File: src/hdl/branch_and_condition_unit_defines.svh
// Assertion macros shared by the branch and condition unit RTL.
// No dependencies; included by files that carry concurrent assertions.
`ifndef BRANCH_AND_CONDITION_UNIT_DEFINES_SVH
`define BRANCH_AND_CONDITION_UNIT_DEFINES_SVH
`ifndef SYNTHESIS
// Same-cycle implication, reset-qualified
`define BCU_ASSERT_NOW(label, clk, rst_n, ante, cons, msg) \
	label: assert property (@(posedge clk) disable iff (!rst_n) (ante) |-> (cons)) \
		else $error(msg);
// Next-cycle implication, reset-qualified
`define BCU_ASSERT_NEXT(label, clk, rst_n, ante, cons, msg) \
	label: assert property (@(posedge clk) disable iff (!rst_n) (ante) |=> (cons)) \
		else $error(msg);
`else
`define BCU_ASSERT_NOW(label, clk, rst_n, ante, cons, msg)
`define BCU_ASSERT_NEXT(label, clk, rst_n, ante, cons, msg)
`endif
`endif

File: src/hdl/bcu_pkg.sv
// Types and constants of the branch and condition unit.
// No dependencies; used by bcu_exec and branch_and_condition_unit.
package bcu_pkg;

	// Instruction kinds
	localparam logic [3:0] KIND_B     = 4'd0;
	localparam logic [3:0] KIND_BC    = 4'd1;
	localparam logic [3:0] KIND_BCLR  = 4'd2;
	localparam logic [3:0] KIND_BCCTR = 4'd3;
	localparam logic [3:0] KIND_AND   = 4'd4;
	localparam logic [3:0] KIND_OR    = 4'd5;
	localparam logic [3:0] KIND_XOR   = 4'd6;
	localparam logic [3:0] KIND_NAND  = 4'd7;
	localparam logic [3:0] KIND_NOR   = 4'd8;
	localparam logic [3:0] KIND_EQV   = 4'd9;
	localparam logic [3:0] KIND_ANDC  = 4'd10;
	localparam logic [3:0] KIND_ORC   = 4'd11;
	localparam logic [3:0] KIND_MCRF  = 4'd12;

	// BO field bit positions
	localparam int BO_IGNORE_COND = 4;
	localparam int BO_COND_VALUE  = 3;
	localparam int BO_NO_DECR     = 2;
	localparam int BO_ON_ZERO     = 1;

	// Sequential instruction step
	localparam logic [31:0] INSN_STEP = 32'd4;

	typedef struct packed {
		logic [3:0]  kind;
		logic [23:0] long_offset;
		logic [13:0] short_offset;
		logic        absolute;
		logic        save_return;
		logic [4:0]  branch_options;
		logic [4:0]  test_bit;
		logic [4:0]  dest_bit;
		logic [4:0]  first_bit;
		logic [4:0]  second_bit;
	} bcu_instr_t;

	// Architectural registers
	typedef struct packed {
		logic [31:0] pc;
		logic [31:0] ctr;
		logic [31:0] lr;
		logic [31:0] cr;
	} bcu_arch_t;

	// Outcome of one instruction
	typedef struct packed {
		bcu_arch_t arch;
		logic      taken;
	} bcu_result_t;

endpackage

File: src/hdl/bcu_exec.sv
// Single-pass execute logic: next PC, count, link and condition registers.
// Depends on bcu_pkg for the instruction and register types.
module bcu_exec (
	input  bcu_pkg::bcu_instr_t  instr,
	input  bcu_pkg::bcu_arch_t   cur,
	output bcu_pkg::bcu_result_t res
);

	logic [31:0] seq;
	logic [31:0] ext_li;
	logic [31:0] ext_bd;
	logic [31:0] ctr_new;
	logic [31:0] target;
	logic        is_branch;
	logic        dec;
	logic        cond_ok;
	logic        ctr_ok;
	logic        taken;
	logic        a_bit;
	logic        b_bit;
	logic        r_bit;
	logic [2:0]  dst_fld;
	logic [2:0]  src_fld;
	logic [3:0]  nib;
	logic [31:0] cr_new;

	assign seq    = cur.pc + bcu_pkg::INSN_STEP;
	assign ext_li = {{6{instr.long_offset[23]}}, instr.long_offset, 2'b00};
	assign ext_bd = {{16{instr.short_offset[13]}}, instr.short_offset, 2'b00};

	assign is_branch = (instr.kind == bcu_pkg::KIND_B) || (instr.kind == bcu_pkg::KIND_BC)
		|| (instr.kind == bcu_pkg::KIND_BCLR) || (instr.kind == bcu_pkg::KIND_BCCTR);

	// Condition and counter tests; the counter test sees the decremented value
	assign cond_ok = instr.branch_options[bcu_pkg::BO_IGNORE_COND]
		|| (cur.cr[instr.test_bit] == instr.branch_options[bcu_pkg::BO_COND_VALUE]);
	assign dec = ((instr.kind == bcu_pkg::KIND_BC) || (instr.kind == bcu_pkg::KIND_BCLR))
		&& !instr.branch_options[bcu_pkg::BO_NO_DECR];
	assign ctr_new = dec ? (cur.ctr - 32'd1) : cur.ctr;
	assign ctr_ok  = !dec || ((ctr_new != 32'd0) != instr.branch_options[bcu_pkg::BO_ON_ZERO]);

	// Branch target and taken flag
	always_comb begin
		target = seq;
		taken  = 1'b0;
		case (instr.kind)
			bcu_pkg::KIND_B: begin
				target = instr.absolute ? ext_li : (cur.pc + ext_li);
				taken  = 1'b1;
			end
			bcu_pkg::KIND_BC: begin
				target = instr.absolute ? ext_bd : (cur.pc + ext_bd);
				taken  = cond_ok && ctr_ok;
			end
			bcu_pkg::KIND_BCLR: begin
				target = {cur.lr[31:2], 2'b00};
				taken  = cond_ok && ctr_ok;
			end
			bcu_pkg::KIND_BCCTR: begin
				target = {ctr_new[31:2], 2'b00};
				taken  = cond_ok;
			end
			default: begin
				target = seq;
				taken  = 1'b0;
			end
		endcase
	end

	// Condition-bit logic result
	assign a_bit = cur.cr[instr.first_bit];
	assign b_bit = cur.cr[instr.second_bit];

	always_comb begin
		case (instr.kind)
			bcu_pkg::KIND_AND:  r_bit = a_bit & b_bit;
			bcu_pkg::KIND_OR:   r_bit = a_bit | b_bit;
			bcu_pkg::KIND_XOR:  r_bit = a_bit ^ b_bit;
			bcu_pkg::KIND_NAND: r_bit = ~(a_bit & b_bit);
			bcu_pkg::KIND_NOR:  r_bit = ~(a_bit | b_bit);
			bcu_pkg::KIND_EQV:  r_bit = ~(a_bit ^ b_bit);
			bcu_pkg::KIND_ANDC: r_bit = a_bit & ~b_bit;
			default:            r_bit = a_bit | ~b_bit;
		endcase
	end

	// Field f occupies word bits 4*(7-f)+3 .. 4*(7-f)
	assign dst_fld = 3'd7 - instr.dest_bit[4:2];
	assign src_fld = 3'd7 - instr.first_bit[4:2];
	assign nib     = cur.cr[{src_fld, 2'b00} +: 4];

	// Condition register update
	always_comb begin
		cr_new = cur.cr;
		case (instr.kind) inside
			[bcu_pkg::KIND_AND:bcu_pkg::KIND_ORC]: cr_new[instr.dest_bit] = r_bit;
			bcu_pkg::KIND_MCRF:                   cr_new[{dst_fld, 2'b00} +: 4] = nib;
			default:                              cr_new = cur.cr;
		endcase
	end

	assign res.arch.pc  = taken ? target : seq;
	assign res.arch.ctr = ctr_new;
	assign res.arch.lr  = (is_branch && instr.save_return) ? seq : cur.lr;
	assign res.arch.cr  = cr_new;
	assign res.taken    = taken;

endmodule

File: src/hdl/branch_and_condition_unit.sv
// Branch and condition unit top level: stream ports, input and result registers.
// Depends on bcu_pkg, bcu_exec and branch_and_condition_unit_defines.svh.
//
// One decoded branch-unit instruction is taken per cycle while the result
// stream is not stalled, a rate set by the single-pass execute logic that reads
// and updates the architectural registers in the same cycle. Each yields one
// result carrying the next instruction address, the taken flag and the link,
// count and condition registers after the instruction, via the input register
// then the result register. A write of start_address also reloads the program
// counter; it must be made only while the unit is idle, which is not enforced.
`include "branch_and_condition_unit_defines.svh"

module branch_and_condition_unit (
	input  logic         clk,
	input  logic         arst_n,
	// configuration: start_address
	input  logic         cfg_wr_en,
	input  logic [31:0]  cfg_wr_data,
	// instruction stream
	input  logic         s_tvalid,
	output logic         s_tready,
	// tdata, low bit up: long_offset[23:0], short_offset[13:0], absolute,
	// save_return, branch_options[4:0], test_bit[4:0], dest_bit[4:0],
	// first_bit[4:0], second_bit[4:0], zero fill to 72 bits
	input  logic [71:0]  s_tdata,
	// tuser: kind[3:0]
	input  logic [3:0]   s_tuser,
	// result stream
	output logic         m_tvalid,
	input  logic         m_tready,
	// tdata, low bit up: next_address[31:0], taken, link_value[31:0],
	// count_value[31:0], condition_value[31:0], zero fill to 136 bits
	output logic [135:0] m_tdata
);

	bcu_pkg::bcu_instr_t  instr_in;
	bcu_pkg::bcu_instr_t  instr_s1;
	logic                 valid_s1;
	bcu_pkg::bcu_arch_t   arch_q;
	bcu_pkg::bcu_result_t exec_res;
	bcu_pkg::bcu_result_t res_q;
	logic                 out_valid_q;
	logic                 adv;

	// Field unpacking
	assign instr_in.kind           = s_tuser;
	assign instr_in.long_offset    = s_tdata[23:0];
	assign instr_in.short_offset   = s_tdata[37:24];
	assign instr_in.absolute       = s_tdata[38];
	assign instr_in.save_return    = s_tdata[39];
	assign instr_in.branch_options = s_tdata[44:40];
	assign instr_in.test_bit       = s_tdata[49:45];
	assign instr_in.dest_bit       = s_tdata[54:50];
	assign instr_in.first_bit      = s_tdata[59:55];
	assign instr_in.second_bit     = s_tdata[64:60];

	// Handshake: execute when the result register is free or draining
	assign adv      = valid_s1 && (!out_valid_q || m_tready);
	assign s_tready = !valid_s1 || adv;

	// Input register
	always_ff @(posedge clk or negedge arst_n) begin
		if (!arst_n) begin
			valid_s1 <= 1'b0;
		end else if (s_tready) begin
			valid_s1 <= s_tvalid;
		end
	end

	always_ff @(posedge clk) begin
		if (s_tvalid && s_tready) begin
			instr_s1 <= instr_in;
		end
	end

	bcu_exec u_exec (
		.instr (instr_s1),
		.cur   (arch_q),
		.res   (exec_res)
	);

	// Architectural registers
	always_ff @(posedge clk or negedge arst_n) begin
		if (!arst_n) begin
			arch_q <= '0;
		end else if (cfg_wr_en) begin
			arch_q.pc <= cfg_wr_data;
		end else if (adv) begin
			arch_q <= exec_res.arch;
		end
	end

	// Result register
	always_ff @(posedge clk or negedge arst_n) begin
		if (!arst_n) begin
			out_valid_q <= 1'b0;
		end else if (adv) begin
			out_valid_q <= 1'b1;
		end else if (m_tready) begin
			out_valid_q <= 1'b0;
		end
	end

	always_ff @(posedge clk) begin
		if (adv) begin
			res_q <= exec_res;
		end
	end

	assign m_tvalid = out_valid_q;
	assign m_tdata  = {7'd0, res_q.arch.cr, res_q.arch.ctr, res_q.arch.lr, res_q.taken,
		res_q.arch.pc};

	// Checks
	`BCU_ASSERT_NOW(a_ready_when_empty, clk, arst_n, !valid_s1, s_tready, "input register empty but not ready")
	`BCU_ASSERT_NEXT(a_adv_gives_result, clk, arst_n, adv, m_tvalid, "executed instruction left no result")
	`BCU_ASSERT_NEXT(a_seq_pc, clk, arst_n, adv && !exec_res.taken, arch_q.pc == ($past(arch_q.pc) + bcu_pkg::INSN_STEP), "untaken instruction did not step the PC")
	`BCU_ASSERT_NEXT(a_unused_kind_quiet, clk, arst_n, adv && (instr_s1.kind > bcu_pkg::KIND_MCRF), (arch_q.cr == $past(arch_q.cr)) && (arch_q.ctr == $past(arch_q.ctr)) && (arch_q.lr == $past(arch_q.lr)), "unused kind changed a register")

endmodule
File: config.mk
export PLATFORM = sky130hd
export DESIGN_NAME = branch_and_condition_unit
export DESIGN_NICKNAME = d
export VERILOG_FILES = /design/src/hdl/bcu_pkg.sv /design/src/hdl/bcu_exec.sv /design/src/hdl/branch_and_condition_unit.sv
export VERILOG_INCLUDE_DIRS = /design/src /design/src/hdl
export SDC_FILE = /design/constraint.sdc
export NUM_CORES = 1
export LEC_CHECK = 0
export BUFFER_PORTS_ARGS = -buffer_cell sky130_fd_sc_hd__buf_2
export CORE_MARGIN = 4
export CORE_UTILIZATION = 49
export CTS_BUF_LIST = sky130_fd_sc_hd__clkbuf_2
export CTS_CLUSTER_SIZE = 25
export DETAILED_ROUTE_END_ITERATION = 6
export PLACE_DENSITY = 0.69
export RECOVER_POWER = 100
export SETUP_SLACK_MARGIN = 0.15
export SYNTH_ARGS = -nofsm -noshare
export SYNTH_HDL_FRONTEND = slang
export SYNTH_SLANG_ARGS = --single-unit
File: constraint.sdc
create_clock -name clk -period 12.68 [get_ports clk]
set_input_delay 1.902 -clock clk [delete_from_list [all_inputs] [get_ports clk]]
set_output_delay 1.902 -clock clk [all_outputs]
set_load 0.005 [all_outputs]
==> flow_summary_export.csv <==
group,metric,value,unit
outcome,status,"complete, but fails checks",
outcome,failed_checks,"max-capacitance violations, max-slew violations",
finish,count_of_fill_cells_added_during_filler_insertion,3634,
synth,number_of_synthesized_flops_with_an_enable_pin,197,
synth,sequential_element_share_of_the_synthesized_area,0.458,
place,place_congestion,0.943,
clocking,cts.sinks,327,
pwr,pwr_density_cell,163,mW/mm2
synth,synth_compound_area_frac,0.151,
synth,ys_types,80,
clocking,ctsHtreeMaxLevel,3,
finish,mostFrequentLayoutCells,"282 x sky130_fd_sc_hd__nand2_1, 197 x sky130_fd_sc_hd__edfxtp_1, 145 x sky130_fd_sc_hd__buf_2",
sta,fin_crit_sh,0.659,
synth,yosys_most_used_dff,"sky130_fd_sc_hd__edfxtp_1",
detailed_routing,detailed_router_iteration_count_before_antenna_repair,7,
worst_setup_path,worstSetupEndpointType,"flip-flop",
synth,syn_area,0.0200,mm2
synth,yosys_warnings,0,
sta,fin_skew,128,ps
global_routing,grt_antenna_before_repair,2,
sta,achievable-frequency,120,MHz
clocking,clk_pin_slew_worst_paths,120,ps
detailed_routing,detail_route.wl_per_cell,22.7,um
synth,share_of_the_synthesized_area_in_the_top_cell_type,0.295,
worst_setup_path,crit_path_start_kind,"primary input",
worst_setup_path,crit_required,13490,ps
synth,yosys.area_share.simple,0.176,
sta,worst_slew_pin_slew,4700,ps
pwr,static-leakage-power,9.41,nW
die,floorplan.die_area,0.0442,mm2
synth,ys_ff_latch,327,
finish,area.growth.synth_to_final,10.8,%
detailed_routing,routed_wirelength,63500,um
sta,setup_repair_after_global_routing_missed_its_margin,"no",
sta,max_transition_margin,-2.14,
detailed_routing,drt_first_iter_violations,1627,
clocking,cts_setup_buffers,0,
die,die_width,210,um
sta,setup_viol,0,
die,floorplan.core_area,0.0401,mm2
sta,finalHoldViolations,0,
worst_hold_path,worstHoldPathType,"flip-flop to flip-flop",
worst_setup_path,worst-path-max-fanout,76,
clocking,clk_latency,1050,ps
global_routing,grt-ovfl-total,0,
detailed_routing,detail_route.vias_per_cell,6.11,
pwr,worst_ir_drop_vdd,0.000110,V
die,top_level_ports,251,
die,floorplan.initialDensity,0.500,
finish,finish.net_count,2390,
synth,synth_area_leaders,"sky130_fd_sc_hd__edfxtp_1 30%, sky130_fd_sc_hd__dfrtp_1 16%, sky130_fd_sc_hd__nand2_1 5.3%, sky130_fd_sc_hd__ha_1 4.4%, sky130_fd_sc_hd__mux4_2 3.5%",
place,dpl.hpwl,46200,um
finish,layout-drive-gt1-share,0.164,
job,maxCapViolations,12,
clocking,cts_repair_resize_count,0,
worst_setup_path,setup.worst_path.class,"primary input to flip-flop",
global_routing,grt_pass1_vias,16891,
synth,synthAdderAreaFrac,0.0463,
synth,synth_top_family_by_area,"simple AND/OR/NAND/NOR gates",
clocking,cts_hold_repair.buffers,0,
sta,final.min_clock_period,8350,ps
clocking,cts-root-buf,"sky130_fd_sc_hd__clkbuf_2",
synth,synth.largest_area_cell,"sky130_fd_sc_hd__edfxtp_1",
finish,multiInputGateArea,0.0102,mm2
global_routing,grt_pass1_wl,97300,um
finish,layout.cells.most_common,"sky130_fd_sc_hd__nand2_1",
detailed_routing,dr_total_vias,17106,
synth,synth_mux_area_frac,0.0832,
detailed_routing,drc_violations_left,0,
worst_setup_path,critPathArrivalTime,9160,ps
sta,holdWs,475,ps
die,core.rowCount,73,
sta,slew_viol_final,635,
die,overall_die_height,210,um
detailed_routing,ant_nets,0,
clocking,cts_buffer_depth,3,
place,port_buffers,235,
finish,final_cell_area,0.0222,mm2
global_routing,grt.total_usage,0.281,
synth,synth_cells,1968,
finish,seq_area,0.00917,mm2
synth,post_synth.cell_area_avg,10.2,um2
synth,synthXorXnorAreaFrac,0.0546,
global_routing,pin_count_of_the_biggest_net_entering_global_routing,77,
sta,totalNegativeSetupSlack,0,ps
clocking,tritoncts.num_buffers,84,
synth,share_of_flip_flops_with_an_asynchronous_set_or_reset_after_synthesis,0.398,
place,dpl-instance-area,0.0216,mm2
clocking,tritoncts,"built",
## final timing paths
kind                       startpoint    endpoint  slack, ps  depth (start not counted)
setup / recovery             m_tready  arch_q[48]       4330                          6
hold / removal               valid_s1    m_tvalid        470                          1
setup reg to reg             m_tvalid  arch_q[48]       4900                          5
hold reg to reg              valid_s1    m_tvalid        470                          1
max in group asynchronous      arst_n  arch_q[95]       5500                          2
min in group asynchronous      arst_n  arch_q[41]       2420                          1
## registers in the layout, indices dropped and copies added, names as in the netlist
| name | flops |
|---|---|
| arch_q | 128 |
| instr_s1 | 68 |
| m_tdata | 129 |
| m_tvalid | 1 |
| valid_s1 | 1 |
## critical path, cell delays in order
cell and delay [ps]:
sky130_fd_sc_hd__buf_2 80, sky130_fd_sc_hd__nand2b_1 110, sky130_fd_sc_hd__and2_0 1670, sky130_fd_sc_hd__nor2b_1 1920
sky130_fd_sc_hd__clkbuf_1 2770, sky130_fd_sc_hd__mux2_2 510
## Yosys cell counts (19+ instances only)
master / n
sky130_fd_sc_hd__nand3_1: 40
sky130_fd_sc_hd__clkbuf_1: 82
sky130_fd_sc_hd__mux2_2: 33
sky130_fd_sc_hd__o21ai_0: 95
sky130_fd_sc_hd__nand2_1: 283
sky130_fd_sc_hd__nor2_1: 118
sky130_fd_sc_hd__and3_1: 25
sky130_fd_sc_hd__mux2i_1: 53
sky130_fd_sc_hd__a21o_1: 36
sky130_fd_sc_hd__xor2_1: 60
sky130_fd_sc_hd__mux4_2: 31
sky130_fd_sc_hd__xnor2_1: 65
sky130_fd_sc_hd__dfrtp_1: 130
sky130_fd_sc_hd__a21oi_1: 108
sky130_fd_sc_hd__a221oi_1: 41
sky130_fd_sc_hd__and2_1: 31
sky130_fd_sc_hd__edfxtp_1: 197
sky130_fd_sc_hd__a211oi_1: 21
sky130_fd_sc_hd__nor3b_1: 22
sky130_fd_sc_hd__nor4_1: 19
sky130_fd_sc_hd__nand4_1: 29
sky130_fd_sc_hd__inv_1: 43
sky130_fd_sc_hd__ha_1: 71
sky130_fd_sc_hd__nor3_1: 35
sky130_fd_sc_hd__nor2b_1: 29
sky130_fd_sc_hd__nand2b_1: 29
## through the flow
step | power, W | util | setup WS [ps] | std cells
floorplan | 0.00241 | - | 5860 | 1974
global placement | 0.00284 | 0.539 | 7670 | 2643
detailed placement | 0.00286 | 0.539 | 7570 | 2643
CTS | 0.00364 | 0.559 | 7500 | 2799
global route | 0.00384 | 0.554 | 3750 | 2800
finish | 0.00362 | 0.554 | 4330 | 2800
## cell families after synthesis
| group | count (synthesis) |
|---|---|
| buffers and inverters | 153 |
| adders and majority gates | 73 |
| muxes | 123 |
| AOI/OAI and AO/OA | 450 |
| DFF | 327 |
| other | 1 |
| xor gates and xnor gates | 125 |
| and+or+nand+nor | 716 |
## routing by layer
metal | wire [um] | global-route usage | share of wire
met1 | 25900 | 0.373 | 0.41
met4 | 2870 | 0.130 | 0.045
met5 | 12 | 0 | 0.00019
met3 | 5420 | 0.0570 | 0.085
met2 | 29300 | 0.447 | 0.46
## layout make-up
cell class / count / share of cell area
Tap cell: 525 / 0.0296
Clock inverter: 34 / 0.00890
Inverter: 45 / 0.00760
Clock buffer: 122 / 0.0275
Sequential cell: 327 / 0.413
Multi-Input combinational cell: 1494 / 0.461
Timing Repair Buffer: 252 / 0.0524
Antenna cell: 1 / 0.000113
## where the power goes
| part | switching, W | internal [W] | total (W) |
|---|---|---|---|
| Sequential | 0.000283 | 0.00139 | 0.00168 |
| Combinational | 0.000692 | 0.000487 | 0.00118 |
| Clock | 0.000457 | 0.000303 | 0.000761 |
Note: power is estimated with default switching activity, not from simulation.
